### src/hdl/u8hx_pkg.sv
// Shared types, codes and decode helpers for the UTF-8 and hex escape decoder.
package u8hx_pkg;

  // Decoder mode codes
  localparam logic [2:0] MODE_IDLE   = 3'd0;
  localparam logic [2:0] MODE_UTF8   = 3'd1;
  localparam logic [2:0] MODE_WANT_X = 3'd2;
  localparam logic [2:0] MODE_FIRST  = 3'd3;
  localparam logic [2:0] MODE_DIGITS = 3'd4;

  // Result status codes
  localparam logic [1:0] ST_CHAR = 2'd0;
  localparam logic [1:0] ST_END  = 2'd1;
  localparam logic [1:0] ST_ERR  = 2'd2;

  // Byte constants
  localparam logic [7:0] BYTE_NUL    = 8'h00;
  localparam logic [7:0] BYTE_NL     = 8'h0A;
  localparam logic [7:0] BYTE_BSLASH = 8'h5C;
  localparam logic [7:0] BYTE_X      = 8'h78;
  localparam logic [5:0] CONT_MASK   = 6'h3F;

  // One result word
  typedef struct packed {
    logic [31:0] cp;
    logic [1:0]  st;
    logic        last;
  } res_t;

  // Outcome of decoding a byte from idle
  typedef struct packed {
    logic        hit;
    logic [31:0] cp;
    logic [1:0]  st;
    logic [2:0]  mode;
    logic        load;
    logic [31:0] acc;
    logic [2:0]  rem;
  } start_t;

  // Hex digit value, top bit flags a valid digit
  function automatic logic [4:0] hex_value(input logic [7:0] b);
    logic [4:0] r;
    r = 5'd0;
    if (b >= 8'h30 && b <= 8'h39) begin
      r = {1'b1, 4'(b - 8'h30)};
    end else if (b >= 8'h61 && b <= 8'h66) begin
      r = {1'b1, 4'(b - 8'h57)};
    end else if (b >= 8'h41 && b <= 8'h46) begin
      r = {1'b1, 4'(b - 8'h37)};
    end
    return r;
  endfunction

  // Start of a new character from idle
  function automatic start_t start_char(input logic [7:0] b, input logic eoi);
    start_t s;
    logic [2:0] n;
    s      = '0;
    s.mode = MODE_IDLE;
    n      = 3'd1;
    if (eoi || b == BYTE_NUL || b == BYTE_NL) begin
      s.hit = 1'b1;
      s.st  = ST_END;
    end else if (b == BYTE_BSLASH) begin
      s.mode = MODE_WANT_X;
    end else if (b < 8'h80) begin
      s.hit = 1'b1;
      s.cp  = {24'd0, b};
      s.st  = ST_CHAR;
    end else if (b < 8'hC0) begin
      s.hit = 1'b1;
      s.cp  = {26'd0, b[5:0]};
      s.st  = ST_CHAR;
    end else if (b >= 8'hFE) begin
      s.hit = 1'b1;
      s.st  = ST_ERR;
    end else begin
      if (b < 8'hE0) begin
        n = 3'd1;
      end else if (b < 8'hF0) begin
        n = 3'd2;
      end else if (b < 8'hF8) begin
        n = 3'd3;
      end else if (b < 8'hFC) begin
        n = 3'd4;
      end else begin
        n = 3'd5;
      end
      s.load = 1'b1;
      s.acc  = {26'd0, b[5:0] & (CONT_MASK >> n)};
      s.rem  = n;
      s.mode = MODE_UTF8;
    end
    return s;
  endfunction

endpackage

### src/hdl/utf8_and_hex_escape_decoder.sv
// Top level of the UTF-8 and hex escape decoder.
//
// Input stream: one word per byte. s_axis_tdata carries the raw byte and
// s_axis_tuser marks the end of the stream (the byte is then ignored).
// Output stream: m_axis_tdata is the decoded code point, m_axis_tuser the
// status (character, end of text or line, error) and m_axis_tlast flags the
// final result caused by one input word.
// A word taken is held in the input register and decoded from there; its
// results are written into the result buffer, which offers them in turn.
// Throughput: one input word per cycle while the receiver does not stall
// and each word causes at most one result; a word that ends a hex escape
// and then gives a further result fills both entries of the result buffer.
// Reset returns the decoder to idle and empties both the input register and
// the result buffer. When the receiver stalls, results wait in the buffer;
// the input register keeps taking words until the buffer cannot hold the
// results of the word waiting to be decoded.
module utf8_and_hex_escape_decoder (
  input  logic        clk_i,
  input  logic        rst_ni,
  input  logic        s_axis_tvalid,
  output logic        s_axis_tready,
  input  logic [7:0]  s_axis_tdata,   // in_byte [7:0]
  input  logic        s_axis_tuser,   // end_of_input [0]
  output logic        m_axis_tvalid,
  input  logic        m_axis_tready,
  output logic [31:0] m_axis_tdata,   // code_point [31:0]
  output logic [1:0]  m_axis_tuser,   // status [1:0]
  output logic        m_axis_tlast    // last_of_run
);

  // Input register
  logic       in_v_q;
  logic [7:0] in_byte_q;
  logic       in_eoi_q;

  // Decoder state
  logic [2:0]  mode_q, mode_d;
  logic [31:0] acc_q, acc_d;
  logic [2:0]  rem_q, rem_d;
  logic        sat_q, sat_d;

  // Result buffer
  u8hx_pkg::res_t ob_q [2];
  u8hx_pkg::res_t ob_d [2];
  logic [1:0]     cnt_q, cnt_d;

  logic              pop, fire, room;
  logic [1:0]        cnt_after;
  logic [1:0]        nres;
  u8hx_pkg::res_t    r0, r1;
  u8hx_pkg::start_t  sc;
  logic [4:0]        hv;

  assign pop       = (cnt_q != 2'd0) && m_axis_tready;
  assign cnt_after = cnt_q - {1'b0, pop};
  assign room      = ({1'b0, cnt_after} + {1'b0, nres}) <= 3'd2;
  assign fire      = in_v_q && room;
  assign s_axis_tready = !in_v_q || fire;

  // Decode the registered word
  always_comb begin
    sc     = u8hx_pkg::start_char(in_byte_q, in_eoi_q);
    hv     = in_eoi_q ? 5'd0 : u8hx_pkg::hex_value(in_byte_q);
    mode_d = mode_q;
    acc_d  = acc_q;
    rem_d  = rem_q;
    sat_d  = sat_q;
    nres   = 2'd0;
    r0     = '0;
    r1     = '0;
    case (mode_q)
      u8hx_pkg::MODE_UTF8: begin
        if (in_eoi_q) begin
          mode_d = u8hx_pkg::MODE_IDLE;
          rem_d  = 3'd0;
          nres   = 2'd1;
          r0.st  = u8hx_pkg::ST_ERR;
        end else begin
          acc_d = {acc_q[25:0], in_byte_q[5:0]};
          rem_d = rem_q - 3'd1;
          if (rem_q == 3'd1) begin
            mode_d = u8hx_pkg::MODE_IDLE;
            nres   = 2'd1;
            r0.cp  = acc_d;
            r0.st  = u8hx_pkg::ST_CHAR;
          end
        end
      end
      u8hx_pkg::MODE_WANT_X: begin
        if (!in_eoi_q && in_byte_q == u8hx_pkg::BYTE_X) begin
          mode_d = u8hx_pkg::MODE_FIRST;
          acc_d  = 32'd0;
          sat_d  = 1'b0;
        end else begin
          mode_d = u8hx_pkg::MODE_IDLE;
          nres   = 2'd1;
          r0.st  = u8hx_pkg::ST_ERR;
        end
      end
      u8hx_pkg::MODE_FIRST: begin
        if (hv[4]) begin
          mode_d = u8hx_pkg::MODE_DIGITS;
          acc_d  = {28'd0, hv[3:0]};
          sat_d  = 1'b0;
        end else begin
          mode_d = u8hx_pkg::MODE_IDLE;
          nres   = 2'd1;
          r0.st  = u8hx_pkg::ST_ERR;
        end
      end
      u8hx_pkg::MODE_DIGITS: begin
        if (hv[4]) begin
          if (sat_q || acc_q[31:28] != 4'd0) begin
            sat_d = 1'b1;
            acc_d = 32'hFFFF_FFFF;
          end else begin
            acc_d = {acc_q[27:0], hv[3:0]};
          end
        end else begin
          // digit run closed: value first, then the byte from idle
          r0.cp  = acc_q;
          r0.st  = u8hx_pkg::ST_CHAR;
          sat_d  = 1'b0;
          mode_d = sc.mode;
          if (sc.load) begin
            acc_d = sc.acc;
            rem_d = sc.rem;
          end
          r1.cp  = sc.cp;
          r1.st  = sc.st;
          nres   = sc.hit ? 2'd2 : 2'd1;
        end
      end
      default: begin
        mode_d = sc.mode;
        if (sc.load) begin
          acc_d = sc.acc;
          rem_d = sc.rem;
        end
        r0.cp = sc.cp;
        r0.st = sc.st;
        nres  = sc.hit ? 2'd1 : 2'd0;
      end
    endcase
    r0.last = (nres == 2'd1);
    r1.last = 1'b1;
  end

  // Result buffer update: shift on pop, append behind what remains
  always_comb begin
    ob_d[0] = ob_q[0];
    ob_d[1] = ob_q[1];
    cnt_d   = cnt_after;
    if (pop) begin
      ob_d[0] = ob_q[1];
    end
    if (fire && nres != 2'd0) begin
      if (cnt_after == 2'd0) begin
        ob_d[0] = r0;
        ob_d[1] = r1;
      end else begin
        ob_d[1] = r0;
      end
      cnt_d = cnt_after + nres;
    end
  end

  // Control and state registers
  always_ff @(posedge clk_i or negedge rst_ni) begin
    if (!rst_ni) begin
      in_v_q <= 1'b0;
      cnt_q  <= 2'd0;
      mode_q <= u8hx_pkg::MODE_IDLE;
      acc_q  <= 32'd0;
      rem_q  <= 3'd0;
      sat_q  <= 1'b0;
    end else begin
      if (s_axis_tready) begin
        in_v_q <= s_axis_tvalid;
      end
      cnt_q <= cnt_d;
      if (fire) begin
        mode_q <= mode_d;
        acc_q  <= acc_d;
        rem_q  <= rem_d;
        sat_q  <= sat_d;
      end
    end
  end

  // Payload registers
  always_ff @(posedge clk_i) begin
    if (s_axis_tready && s_axis_tvalid) begin
      in_byte_q <= s_axis_tdata;
      in_eoi_q  <= s_axis_tuser;
    end
    ob_q[0] <= ob_d[0];
    ob_q[1] <= ob_d[1];
  end

  assign m_axis_tvalid = (cnt_q != 2'd0);
  assign m_axis_tdata  = ob_q[0].cp;
  assign m_axis_tuser  = ob_q[0].st;
  assign m_axis_tlast  = ob_q[0].last;

  // Checks
  a_cnt_bound: assert property (@(posedge clk_i) disable iff (!rst_ni)
    cnt_q <= 2'd2)
    else $error("result buffer overfilled");

  a_two_results: assert property (@(posedge clk_i) disable iff (!rst_ni)
    (fire && nres == 2'd2) |=> (cnt_q == 2'd2))
    else $error("double result not fully buffered");

  a_sat_value: assert property (@(posedge clk_i) disable iff (!rst_ni)
    (mode_q == u8hx_pkg::MODE_DIGITS && sat_q) |-> (acc_q == 32'hFFFF_FFFF))
    else $error("saturated hex value not all ones");

  a_utf8_rem: assert property (@(posedge clk_i) disable iff (!rst_ni)
    (mode_q == u8hx_pkg::MODE_UTF8) |-> (rem_q != 3'd0))
    else $error("UTF-8 form with no continuation bytes due");

endmodule

### config.mk
export PLATFORM = sky130hd
export DESIGN_NAME = utf8_and_hex_escape_decoder
export DESIGN_NICKNAME = d
export VERILOG_FILES = /design/src/hdl/u8hx_pkg.sv /design/src/hdl/utf8_and_hex_escape_decoder.sv
export SDC_FILE = /design/constraint.sdc
export NUM_CORES = 1
export LEC_CHECK = 0
export ABC_AREA = 1
export ABC_CLOCK_PERIOD_IN_PS = 5500
export BUFFER_PORTS_ARGS = -buffer_cell sky130_fd_sc_hd__buf_2
export CAP_MARGIN = 10
export CORE_ASPECT_RATIO = 1.4
export CORE_MARGIN = 5
export CORE_UTILIZATION = 50
export DETAILED_ROUTE_END_ITERATION = 16
export PLACE_DENSITY = 0.73
export SYNTH_ARGS = -nofsm -noshare
export SYNTH_HDL_FRONTEND = slang
export SYNTH_SLANG_ARGS = --single-unit
### constraint.sdc
create_clock -name clk_i -period 5.5 [get_ports clk_i]
set_clock_uncertainty 0.05 [all_clocks]
set_input_delay 0.275 -clock clk_i [delete_from_list [all_inputs] [get_ports clk_i]]
set_output_delay 0.275 -clock clk_i [all_outputs]
set_load 0.02 [all_outputs]
### After elaboration in Yosys (flattened, before gate mapping)

Memories as Yosys holds them, arrays and structs flattened.
Cells that the tools add are included.

| operators by class | value |
|---|---|
| bitwise operators | 2 |
| eq/ne operators | 15 |
| shift operators | 1 |
| magnitude comparators | 14 |
| reductions and logical operators | 25 |
| add/sub/neg operators | 7 |
| mux-type cells | 74 |

Operators with widths:

| kind | number |
|---|---|
| 2-to-1 mux 32 bit | 8 |
| 2-to-1 mux 35 bit | 5 |
| 2-to-1 mux 34 bit | 4 |
| one-hot mux 32 bit (4 select lines) | 1 |
| 2-to-1 mux 37 bit | 3 |
| one-hot mux 32 bit (3 select lines) | 1 |
| 2-to-1 mux 70 bit | 1 |
| < comparator 8 bit (second input constant) | 6 |
| 2-to-1 mux 3 bit | 15 |
| 2-to-1 mux 39 bit | 1 |
| 2-to-1 mux 36 bit | 1 |
| 2-to-1 mux 2 bit | 11 |
| 2-to-1 mux 5 bit | 4 |
| == test 8 x 7 -> 1 bit (second input constant) | 2 |
| greater-or-equal comparator 8 x 7 -> 1 bit (second input constant) | 2 |
| <= comparator 8 x 7 -> 1 bit (second input constant) | 2 |
| one-hot mux 2 bit (4 select lines) | 2 |
| 2-to-1 mux 1 bit | 13 |
| one-hot mux 3 bit (4 select lines) | 1 |
| one-hot mux 3 bit (3 select lines) | 1 |
| == test 8 x 4 -> 1 bit (second input constant) | 1 |
| greater-or-equal comparator 8 x 6 -> 1 bit (second input constant) | 1 |
| greater-or-equal comparator 8 bit (second input constant) | 1 |
| <= comparator 8 x 6 -> 1 bit (second input constant) | 1 |
| other kinds (30) | 50 |

| word-level totals | value |
|---|---|
| input port bits | 13 |
| logic and storage cells | 147 |
| bits in registers | 51 |
| memory bits (writable) | 70 |
| output and inout bits | 37 |
| memories kept | 1 |

Memory list:

| memory | depth | width | read ports | clocked after Yosys merged registers in | write ports | RTL line | RTL |
|---|---|---|---|---|---|---|---|
| ob_q | 2 | 35 | 2 | 0 | 2 | utf8_and_hex_escape_decoder.sv:43 | `u8hx_pkg::res_t ob_q [2];` |

### Depth between registers and ports, before layout

Gate-level depths: netlist of the first run.

| depth | value |
|---|---|
| depth in word-level cells | 20 |
| depth in mapped cells | 24 |
| mapped depth without buffers | 24 |

### Worst setup path before layout of the first run

No wires, ideal clock.

| timing | value |
|---|---|
| path type | register to register |
| start | register, netlist name cnt_q[1] |
| end | memory ob_q[0][35] in the netlist's numbering, enable pin |
| arrival | 3.578 ns |
| stages on the path, launching flop included | 16 |
| clock period less this slack | 4.002 ns |
| slack | 1.498 ns |
| library setup time | 0.374 ns |
| cells stage by stage | dfrtp_1 or2_2 nand2_1 clkinv_1 clkbuf_1 ha_1 inv_1 ha_1 fa_1 a21oi_1 inv_1 nor2_1 nand2_1 buf_6 buf_6 inv_2 |

RTL lines:

| item | RTL line |
|---|---|
| end, declared | utf8_and_hex_escape_decoder.sv:43 |

==> run summary, run 1 <==
The overall power consumption came out at around 0.006 W. The count of pins on the block boundary came out at 50. The endpoint of the worst hold-timing path is in_v_q.

The maximum clock rate came out at ~0.22 GHz. The number of resized instances in the post-cts repair step came out at 0. The post-detailed-route count of antenna-violating nets is 0. STA puts the critical path data required time at between 5 and 6 ns. Routability-driven placement finished with a final weighted congestion of ~0.96. The class of the tightest hold or removal check is primary input to register. The adder-cell share of the synthesized area came out at 0.01731. Wires add up to 19330 µm. The worst setup path is captured at a register. Relative to the synthesized area, the layout overhead comes to 9.049%. Summing every instance area after synthesis gives 0.007660 mm². The final cycle utilization of the critical path is 0.8136. The initial standard-cell utilization of the core came out at 0.5089.

The number of cells on the worst reg-to-reg path is 17. TritonCTS built the clock tree. The floorplan has 53 rows. The CTS root buffer is sky130_fd_sc_hd__clkbuf_16. The mux contribution to synthesized area is 0. The total congestion overflow came out at 0. The placed cell count came out at approximately 1300. The diode insertion count for antenna repair is 0.

The total count of hold-check failures in the final report came to 0. The remaining max-slew budget at the tightest pin came out at 0.2457. The run finished with clean final reports.

The capture point of the worst reg-to-reg path is ob_q[0][53]. In the final layout, the share of cells above drive strength 1 is 0.1202. The maximum level of the CTS H-tree came out at 4. The slew at the pin closest to its max-slew limit is ~1.1 ns.

During synthesis, Yosys emitted a total of 0 warnings. Traced cell by cell, the critical path runs through inv_1, ha_1, nor2_1, nand2_1, nand3_4, nand2_2, nand2_2, nand2_2, or2_1, inv_1, fa_1, a21oi_1, inv_1, nor2_2, nand2_1, buf_4, inv_2. The number of iterations in the first detailed-routing pass is 6. In this run, post-CTS hold repair placed 10 buffers. The CTS buffer count is 17. The number of nets in the synthesized netlist came out at between 1000 and 1500. The max capacitance violation total is 0. The time the worst path needs with I/O delays and setup came out at 4.475 ns.

The final sum of negative setup slack came out at 0 ns. In the routed layout, each cell is associated on average with a via count of 5.302. During placement, the flow inserted port buffers numbering between 40 and 50. Across every metal layer, demand over resource in global routing totals 0.2228.

The final standard cell count with taps included and fillers excluded is between 1000 and 1500. The max-slew violation count is 0. Measured along the y axis, the die boundary spans 156.5 µm.

The xor and xnor area share after synthesis is 0.005717. After synthesis, the largest family of logic cells by area is simple AND/OR/NAND/NOR gates. Of the total synthesized cell area, the portion taken by AND, OR, NAND and NOR gates is 0.3371. The DRC violations left came out at 0. The violation count after the first detailed-route iteration came out at about 1100. The worst ir drop on vdd came out at 0.5026 mV. The flip-flop and latch count after synthesis came out at 121. The average detailed-routed wire length per instance is between 10 and 15 µm. The setup slack of the worst register-to-register path is a little over 1 ns. The post-CTS clock slew at the launch and capture registers of the worst setup and hold paths came out at 0.06 ns. The total vias in the final route came out at around 7000. In this run the most critical hold path is launched from s_axis_tvalid.

The worst register-to-register path begins at in_byte_q[1]. In this run the standard cell core region covers about 0.015 mm². The pin count of the biggest net entering global routing came out at 65. Counting instances, the worst hold path has a depth of 3. Of the synthesized area, sequential elements account for 0.4012.

Setup repair after global routing left no endpoint under its margin. Counting the fill cells in the layout gives 1416. The die covers ~0.018 mm². The fraction of the mapped netlist area in compound gates came to 0.1173. In this run the deepest clock path goes through 2 buffers. The type of element launching the critical path is a register. The number of antenna violations at the first check in global routing is 0. Setup violations remaining at the end of the flow were counted as 0. The buffer count from post-CTS setup fixing is 0.

The wire length of the first global-routing pass came out at roughly 32000 µm. The cell count after synthesis came out at 1123. For this run, the post-layout net count is approximately 1100. The clock latency reported for the late side of the worst-skew pair is around 0.43 ns.

Power spread over the standard cell area amounts to about 700 mW/mm². The via count of the first global-routing pass came out at ~6500. The slowest library cell on the worst path is sky130_fd_sc_hd__inv_2.

The highest net fanout along the worst path is 38. The critical path in this run is classified as register to register. The arrival time of the worst setup path came out at roughly 4.5 ns. The leakage power figure came out at 4.137 nW.

The count of clock tree sinks is about 120. The count of different cell masters after synthesis is 44. The average instance in the mapped netlist occupies approximately 7 µm². In this design, the stage delay of the slowest critical-path cell is 0.60 ns. The width of the die is 114.6 µm. Detailed placement finished with a half-perimeter wire length of around 13000 µm.
==> report_power, final <==
part	internal [W]	leakage, nW	switching (W)
Sequential	0.00149	1.20	0.000184
Combinational	0.000909	2.67	0.00225
Clock	0.000600	0.267	0.000436
==> cells in the mapped netlist, drive strengths merged <==
| cell | count | share of area |
|---|---|---|
| a21boi | 4 | 0.0039 |
| a21oi | 9 | 0.0074 |
| a22oi | 27 | 0.026 |
| a31oi | 1 | 0.00082 |
| buf | 55 | 0.051 |
| clkbuf | 39 | 0.019 |
| clkinv | 2 | 0.00098 |
| dfrtp | 42 | 0.14 |
| dfxtp | 35 | 0.091 |
| edfxtp | 44 | 0.17 |
| fa | 1 | 0.0026 |
| ha | 9 | 0.015 |
| inv | 103 | 0.050 |
| nand2 | 393 | 0.20 |
| nand3 | 69 | 0.048 |
| nand3b | 1 | 0.00098 |
| nand4 | 8 | 0.0065 |
| nor2 | 155 | 0.079 |
| nor3 | 4 | 0.0041 |
| nor4 | 1 | 0.00082 |
| o2111ai | 1 | 0.0011 |
| o211ai | 5 | 0.0049 |
| o21ai | 103 | 0.068 |
| o21bai | 1 | 0.00098 |
| o22ai | 1 | 0.00082 |
| o31ai | 2 | 0.0020 |
| o41ai | 1 | 0.0011 |
| or2 | 2 | 0.0016 |
| xor2 | 5 | 0.0057 |
==> final cells by class <==
| class | instances | area (µm²) | area share |
|---|---|---|---|
| Clock buffer | 18 | 450.4 | 0.05392 |
| Clock inverter | 14 | 97.59 | 0.01168 |
| Inverter | 105 | 394.1 | 0.04718 |
| Multi-Input combinational cell | 803 | 3670 | 0.4393 |
| Sequential cell | 121 | 3073 | 0.3679 |
| Tap cell | 192 | 240.2 | 0.02876 |
| Timing Repair Buffer | 70 | 427.9 | 0.05123 |
==> stage by stage <==
stage | setup slack [ns] | instance area [µm²] | util | hold slack, ns
6_report | 1.025 | 8353 | 0.5549 | 0.04021
5_1_grt | 0.6647 | 8353 | 0.5549 | 0.06787
4_1_cts | 1.008 | 8353 | 0.5549 | 0.03669
3_5_place_dp | 1.035 | 7705 | 0.5118 | 0.4031
3_3_place_gp | 1.183 | 7705 | 0.5118 | 0.4012
2_1_floorplan | 1.498 | 7660 | - | -0.07059
==> cells by family (layout without fill, tap and decap cells) <==
logic type | count (synthesis) | in the layout
simple gates | 633 | 633
xor+xnor | 5 | 5
fa+ha+maj | 10 | 10
compound gates | 155 | 155
buf+inv | 199 | 207
flops | 121 | 121
==> worst max path at each step <==
stage,from,endpoint,cells after the start
6_report,in_byte_q[1],ob_q[0][53],17
5_1_grt,in_byte_q[1],acc_q[8],19
4_1_cts,in_byte_q[1],ob_q[0][49],17
3_5_place_dp,in_byte_q[1],ob_q[0][43],17
3_3_place_gp,in_byte_q[1],ob_q[0][53],17
2_1_floorplan,cnt_q[1],ob_q[0][35],15
==> cells in the final DEF, fill, tap and decap left out, drive strengths merged, types with 2 or more instances in the layout <==
cell type    synthesis  routed
nand2              393     393
clkinv               2      11
dlygate4sd3          0      10
nand4                8       8
xor2                 5       5
nand3               69      69
nor3                 4       4
dfxtp               35      35
edfxtp              44      44
nor2               155     155
clkbuf              39      18
inv                103     105
dfrtp               42      42
o21ai              103     103
clkinvlp             0       3
a21oi                9       9
ha                   9       9
o211ai               5       5
a21boi               4       4
or2                  2       2
o31ai                2       2
a22oi               27      27
buf                 55      60
==> routing by layer <==
layer  share of wire  global-route usage  vias up
met2            0.47              0.3517      304
met1            0.43              0.3017     3138
met4           0.024             0.08829        0
met3           0.077             0.04178       37
li1                -                   -     3535
met5               0                   0        -
==> sequential cells by signal, indices dropped and copies added, names as in the netlist <==
name and flops:
in_byte_q 8, in_eoi_q 1, acc_q 32, mode_q 3
sat_q 1, in_v_q 1, rem_q 3, ob_q 70
cnt_q 2
==> worst max-delay path, delay by kind of cell, from the launching register on <==
family,cells,cell delay (ns)
fa+ha+maj,2,0.66
compound gates,1,0.22
buf+inv,5,1.17
simple gates,9,1.51
flops,1,0.49
Power figures use the tool's default switching activity.
==> inputs of run 2 (changes only) <==
Settings changed: ABC_CLOCK_PERIOD_IN_PS 5500 to 4200.
Clock period 5.5 ns to 4.2 ns, I/O delays scaled along.
==> run summary, run 2 (synthesis gave the netlist of run 1 again) <==
The flow ran to the end, and the final reports show no timing, DRC or antenna violations. Once placement finished, the instance area stood at 0.007770 mm². Clock latency on the worst-skew pair, taken at its later pin, is about 0.44 ns. The number of I/O port buffers came out at between 40 and 50. Post-CTS timing repair inserted 0 buffers for setup.

For this design the total switching power over the nets is approximately 0.0039 W. The total count of hold-check failures in the final report came out at 0. By startpoint and endpoint, the worst setup path is classified as register to register.

The worst setup path is launched from a register. The area of the core is 0.01505 mm². STA classifies the critical path endpoint as a register. After detailed routing, the number of remaining DRC violations is 0. Counting along the longest clock path gives a buffer depth of 2. The post-detailed-route count of antenna-violating nets came out at 0. The count of clock tree sinks is about 120. The final cycle utilization of the critical path is 0.9236. The number of cells on the worst reg-to-reg path is 20.

The library cell used most frequently in the layout, excluding fill and tap cells, is sky130_fd_sc_hd__nand2_1. Buffers inserted during clock tree synthesis total 17. The total power per unit cell area is around 950 mW/mm². The number of antenna violations at the first check in global routing came to 0. In this run the tightest slew margin relative to its limit is 0.2243.

The via count of the first global-routing pass came to ~7000. The synthesis-to-layout area growth came out at 10.73%. The leakage power figure is ~4.2 nW. The flip-flop count of the largest register, all copies and words added came out at 70. Before antenna repair, the detailed router went through 5 iterations. The floorplan step defined a die boundary enclosing 0.01793 mm².

The highest net fanout along the worst path came out at 35. The width of the die came out at 114.6 µm. The worst path needs just under 4 ns of the cycle, external delays included. Setup total negative slack on the finished layout was measured at 0 ns. The max-slew violation count came to 0. Entering global routing, the biggest net connects 65 pins. The via-per-instance ratio is approximately 5.3. The largest registers in the layout are ob_q x70, acc_q x32, in_byte_q x8. The count of pins on the block boundary is 50. Based on the critical path, the design can be clocked at up to 0.2578 GHz. The relative contribution of sequential cells to total power is 0.272. The summed area of non-filler cells in the final layout came out at roughly 0.0085 mm². The maximum level of the CTS H-tree is 4.

The total wirelength of the detailed-routed design is about 20000 µm. The required time of the worst setup path came out at approximately 4.3 ns. The sum of net half-perimeters after detailed placement is about 13000 µm.

The final weighted congestion of routability-driven global placement came out at 0.9154. The switching power as a share of total power came out at 0.4876. The clock power share came out at 0.190. Data arrives at the worst endpoint at 3.95 ns.

The launching element of the worst setup path is in_byte_q[1]. TritonCTS built the clock tree. The critical path ends at ob_q[0][50]. The number of nets in the layout came out at about 1100.

In this run the critical register-to-register path is captured at ob_q[0][50]. The layout cell share with drive strength beyond 1 came out at 0.1264. Setup violations remaining at the end of the flow were counted as 0. The initial standard-cell utilization of the core came out at 0.5089. After clock tree synthesis, the clock-pin slew on the worst setup and hold paths is ~0.070 ns. The average detailed-routed wire length per instance came out at 15.28 µm. In this run the clock root is driven by a sky130_fd_sc_hd__clkbuf_16. The die boundary height came out at 156.5 µm. The floorplan has 53 rows. The total congestion overflow came out at 0. In this run the worst hold path is classified as primary input to register. The total vias in the final route came out at ~7100.

The combinational share of power came out at 0.537. The worst register-to-register path begins at in_byte_q[1]. The diode insertion count for antenna repair came out at 0. The tool flagged a number of max-cap violations equal to 0. The internal power contribution is roughly 0.0041 W. Setup repair after global routing left no endpoint under its margin. The worst ir drop on vdd is just under 0.7 mV. Across every metal layer, demand over resource in global routing totals 0.2339. The first routing iteration left 835 violations. In the layout the commonest cells are sky130_fd_sc_hd__nand2_1, sky130_fd_sc_hd__nor2_1, sky130_fd_sc_hd__o21ai_0. The first global-routing pass estimated 33780 µm of wire. The setup slack of the worst register-to-register path is between 0.3 and 0.4 ns. The slew at the pin closest to its max-slew limit is between 1 and 1.5 ns. The largest register by flop count is ob_q.
[run 2: cell count changes in the layout (fill, tap and decap cells not counted)]
cell / previous run / this run
sky130_fd_sc_hd__inv_1: 85 / 84
sky130_fd_sc_hd__clkinv_4: 4 / 1
sky130_fd_sc_hd__clkinv_2: 5 / 1
sky130_fd_sc_hd__clkbuf_16: 18 / 17
sky130_fd_sc_hd__inv_8: 0 / 3
sky130_fd_sc_hd__buf_4: 11 / 17
sky130_fd_sc_hd__inv_6: 1 / 7
sky130_fd_sc_hd__dlygate4sd3_1: 10 / 11
sky130_fd_sc_hd__inv_2: 18 / 19
sky130_fd_sc_hd__clkinvlp_4: 3 / 1
sky130_fd_sc_hd__inv_4: 1 / 0
sky130_fd_sc_hd__bufinv_16: 0 / 2
sky130_fd_sc_hd__buf_12: 0 / 1
[run 2: cell type report]
type	instances	area (µm²)
fillers	1405	6571
multi-input cells	803	3670
flip-flops and latches	121	3073
repair buffers	78	503.0
clock buffers	17	425.4
inverters	105	394.1
well taps	192	240.2
clock inverters	15	176.4
[run 2: power groups by stage]
stage | sequential [W] | clock, W | combinational [W]
after floorplan | 0.00213 | 0 | 0.00347
after global placement | 0.00219 | 0 | 0.00422
after detailed placement | 0.00220 | 0 | 0.00428
after CTS | 0.00218 | 0.00154 | 0.00431
after global routing | 0.00223 | 0.00159 | 0.00489
final | 0.00219 | 0.00153 | 0.00431
[run 2: worst min path at each step]
stage | startpoint | to | slack (ns) | depth (start not counted)
finish | m_axis_tready | cnt_q[0] | 0.31 | 7
global route | m_axis_tready | cnt_q[0] | 0.39 | 7
CTS | m_axis_tready | cnt_q[0] | 0.31 | 7
detailed placement | s_axis_tdata[6] | in_byte_q[6] | 0.34 | 1
global placement | s_axis_tdata[7] | in_byte_q[7] | 0.34 | 1
floorplan | rst_ni | acc_q[0] | -0.14 | 0
[run 2: routing by layer]
layer  wire (µm)  global-route usage  vias up
met1        8949              0.3099     3279
met4         539             0.09734        0
li1            -                   -     3556
met2        9765              0.3789      232
met5           0                   0        -
met3        1078             0.03830       48
[run 2: timing repair]
item | 4_1_cts | 5_1_grt
endpoints found under the hold margin | 52 | 0
setup endpoints to repair | 0 | 70
gates resized for setup | 0 | 1
hold buffers | 11 | 0
[run 2: through the flow]
step	std cells	util	hold WS (ns)	power, W	worst slack (ns)
2_1_floorplan	1123	-	-0.1356	0.005598	0.1984
3_3_place_gp	1288	0.5162	0.3364	0.006406	0.4660
3_5_place_dp	1288	0.5162	0.3383	0.006486	0.2982
4_1_cts	1331	0.5635	0.3053	0.008029	0.2671
5_1_grt	1331	0.5635	0.3882	0.008716	0.04058
6_report	1331	0.5635	0.3131	0.008029	0.3210
[run 2: worst max-delay path, stage by stage, from the launching register on]
cell	delay, ns
sky130_fd_sc_hd__edfxtp_1	0.39
sky130_fd_sc_hd__inv_1	0.21
sky130_fd_sc_hd__ha_1	0.22
sky130_fd_sc_hd__nor2_1	0.05
sky130_fd_sc_hd__nand2_1	0.09
sky130_fd_sc_hd__nand3_4	0.12
sky130_fd_sc_hd__nand2_2	0.09
sky130_fd_sc_hd__nand2_2	0.16
sky130_fd_sc_hd__a21oi_4	0.23
sky130_fd_sc_hd__nand2_1	0.11
sky130_fd_sc_hd__nand2_2	0.09
sky130_fd_sc_hd__inv_1	0.05
sky130_fd_sc_hd__ha_1	0.18
sky130_fd_sc_hd__fa_1	0.46
sky130_fd_sc_hd__a21oi_1	0.22
sky130_fd_sc_hd__inv_1	0.07
sky130_fd_sc_hd__nor2_2	0.17
sky130_fd_sc_hd__buf_4	0.19
sky130_fd_sc_hd__nand2_1	0.08
sky130_fd_sc_hd__inv_2	0.10
sky130_fd_sc_hd__buf_12	0.21
==> inputs of run 3 (changes only) <==
Settings changed: ABC_AREA 1 to not set, HOLD_SLACK_MARGIN set to 0.15.
==> run summary, run 3 <==
The flow ran to the end, but the final reports show violations. The checks that failed: negative setup slack. Based on the critical path, the design can be clocked at up to around 0.24 GHz.

Setup violations remaining at the end of the flow were counted as 1. The core utilization of the finished layout came out at 0.6240. For this run, the number of Yosys warnings is 0. The average detailed-routed wire length per instance is 20.93 µm.

Among all cell types in the netlist, the one instantiated most often is sky130_fd_sc_hd__nand2_1. The netlist uses 66 different library cells. The largest register by flop count is ob_q. The most common cell after layout, fill and taps aside is sky130_fd_sc_hd__nand2_1. STA puts the critical path data required time at ~4.5 ns. The time the worst path needs with I/O delays and setup came out at 4.203 ns. The final cycle utilization of the critical path came out at 1.001. The worst setup path is launched from a register. The worst hold path startpoint is m_axis_tready.

The largest stage delay on the critical path came out at between 0.5 and 0.6 ns. The number of iterations in the first detailed-routing pass is 6. The type of element capturing the critical path is a register. The leading register cell type out of synthesis is sky130_fd_sc_hd__edfxtp_1. The met1 usage is 0.2800.

The maximum number of buffers from clock root to sink came out at 2. The number of instances in the synthesized netlist came out at 728. The via-per-instance ratio is around 6.2.

The CTS buffer count is 17. The arrival time of the worst setup path came out at around 4.5 ns. For this run, the register share of the synthesized area comes to 0.4453. Port buffering added 49 buffers. The width of the die is around 110 µm.

The wire length of the first global-routing pass is slightly above 30000 µm. The via count of the first global-routing pass is between 5000 and 6000. In this run the critical register-to-register path is launched from in_byte_q[0]. The total global-route track usage came out at 0.2414. The total power per unit cell area came out at around 1000 mW/mm². Setup repair after global routing could not meet its margin everywhere. The total wirelength of the detailed-routed design is between 20000 and 25000 µm.

In this run the core area contains 50 standard-cell rows. In the synthesized netlist the async set-or-reset flop fraction comes to 0.3471. The cell sitting at the root of the clock tree is a sky130_fd_sc_hd__clkbuf_16. By count the netlist is led by sky130_fd_sc_hd__nand2_1, sky130_fd_sc_hd__mux2i_1, sky130_fd_sc_hd__a21oi_1. The fraction of met2 tracks used by global routing is 0.4124. The critical path class is register to register. The diode insertion count for antenna repair is 0. The max capacitance violation total is 0. The highest net fanout along the worst path is 6.

The congestion estimate from routability-driven global placement came to slightly below 1. 50 I/O pins were placed. Fill cells in the final layout number 1094. The endpoint of the worst hold-timing path is cnt_q[0].

The post-synthesis cell area is roughly 0.0069 mm². The signal on the critical path passes through inv_2, ha_4, o21ba_4, o211a_1, or4_4, a32o_2, inv_2, ha_4, fa_1, a21oi_2, nand2_1, a211o_1, nor3_4, buf_6, clkbuf_16, mux2i_1. The remaining max-slew budget at the tightest pin came out at 0.2849.

The multi-input combinational cells in the finished layout cover a total of approximately 0.0034 mm². The H-tree was split into 4 levels. The slowest stage of the critical path is the sky130_fd_sc_hd__or4_4 cell. The post-CTS clock slew at the launch and capture registers of the worst setup and hold paths is about 0.060 ns.

The flip-flop count of the largest register, all copies and words added came out at 70. The max-slew violation count was 0. Entering global routing, the biggest net connects 43 pins. The wire-length estimate of the detail-placed layout is approximately 13000 µm. The number of nets in the layout is 800. The count of clock tree sinks is around 120.

The total count of hold-check failures in the final report is 0. By area the synthesized netlist is led by sky130_fd_sc_hd__edfxtp_1, sky130_fd_sc_hd__dfrtp_1, sky130_fd_sc_hd__mux2i_1. The top-area cell type share of the netlist area is 0.1914. The area of the die is between 0.015 and 0.02 mm². The global routing stage identified its most utilized layer as met2.

The total vias in the final route is 6056. The worst register-to-register path has a depth of 16. The DRC violations left is 0. The overall power consumption is roughly 0.0084 W. The synthesized area per cell is roughly 9.5 µm².

In this run the vertical extent of the chip is between 100 and 150 µm. The worst ir drop on vdd came out at ~0.76 mV. The setup slack of the worst register-to-register path came out at -0.003 ns. The total congestion overflow came out at 0.

The flip-flop and latch count after synthesis is 121. The number of nets in the synthesized netlist came out at around 750. The slew at the pin closest to its max-slew limit is roughly 1.1 ns. Counting flops with a built-in enable in the synthesized netlist gives 44.

The first routing iteration left between 500 and 600 violations. The tightest min-delay check is of the primary input to register type. In the layout the commonest cells are sky130_fd_sc_hd__nand2_1, sky130_fd_sc_hd__mux2i_1, sky130_fd_sc_hd__a21oi_1.

The area of the core came out at 0.01345 mm². Setup slack on the critical path of the routed design comes to -0.003365 ns. The synthesis-to-layout area growth is 21.61%. The capture point of the worst reg-to-reg path is ob_q[0][3].

The clock latency reported for the late side of the worst-skew pair is 0.42 ns. The met3 demand-to-capacity share in global routing came out at 0.04634. Of all cell types, the one taking the most synthesized area is sky130_fd_sc_hd__edfxtp_1.

The initial standard-cell utilization of the core is 0.5131. TritonCTS built the clock tree. The post-detailed-route count of antenna-violating nets is 0. The largest registers in the layout are ob_q x70, acc_q x32, in_byte_q x8. The leakage power figure is between 3 and 4 nW. The area of all sequential standard cells is ~0.003 mm². Along the worst hold path, the cell count comes to 6. The number of antenna violations at the first check in global routing came out at 0. The layout cell share with drive strength beyond 1 came out at 0.2190.
-- run 3: critical path: cells and delay by family, from the launching register on --
kind / cells / cell delay (ns)
AOI/OAI and AO/OA: 5 / 1.23
and+or+nand+nor: 3 / 0.89
muxes: 1 / 0.20
DFF: 1 / 0.45
adders and majority gates: 3 / 0.75
buffers and inverters: 4 / 0.55
-- run 3: area by class of cell --
cell class | count | area share
multi-input combinational | 505 | 0.4070
sequential | 121 | 0.3661
timing repair buffer | 116 | 0.1158
clock buffer | 19 | 0.05531
tap | 182 | 0.02713
clock inverter | 13 | 0.02147
inverter | 16 | 0.007156
-- run 3: metal layers --
metal / share of wire / up-vias
met5: 0 / -
met4: 0.059 / 0
met3: 0.071 / 78
met2: 0.51 / 335
met1: 0.36 / 2897
li1: - / 2746
-- run 3: cell families (layout without fill, tap and decap cells) --
kind of cell / after synthesis / count (layout) / share of synthesized area
buffers and inverters: 102 / 164 / 0.07977
and+or+nand+nor: 216 / 216 / 0.1439
adders and majority gates: 10 / 10 / 0.01922
AOI/OAI and AO/OA: 198 / 198 / 0.1942
muxes: 78 / 78 / 0.1139
xor gates and xnor gates: 3 / 3 / 0.003808
DFF: 121 / 121 / 0.4453
-- run 3: worst max path at each step --
stage                  from  depth (start not counted)           to
3_3_place_gp   in_byte_q[0]                         15  ob_q[0][17]
6_report       in_byte_q[0]                         16   ob_q[0][3]
3_5_place_dp   in_byte_q[0]                         15  ob_q[0][19]
5_1_grt        in_byte_q[0]                         16  ob_q[0][10]
2_1_floorplan  in_byte_q[0]                         15     cnt_q[1]
4_1_cts        in_byte_q[0]                         15   ob_q[0][0]
-- run 3: per-stage QoR --
stage,worst slack [ns],hold slack [ns],instances,area (µm²),setup TNS [ns]
6_report,-0.003365,0.4484,972,8393,-0.003365
5_1_grt,-0.1276,0.4539,972,8393,-5.363
4_1_cts,0.01905,0.4209,956,8092,0
3_5_place_dp,0.002646,0.3389,910,7283,0
3_3_place_gp,0.1907,0.3388,910,7283,0
2_1_floorplan,-0.04643,-0.1356,728,6949,-0.09285
-- run 3: report_power, final --
group	switching, W	leakage, nW	internal, W
Sequential	0.000441	1.20	0.00196
Clock	0.000593	0.310	0.00100
Combinational	0.00249	1.94	0.00188
-- run 3: what timing repair did --
item	4_1_cts	5_1_grt
hold buffers	11	0
endpoints found under the setup margin	12	98
cloned	1	7
gates resized for setup	1	17
setup buffers	2	9
pin swaps	1	2
endpoints found under the hold margin	52	0
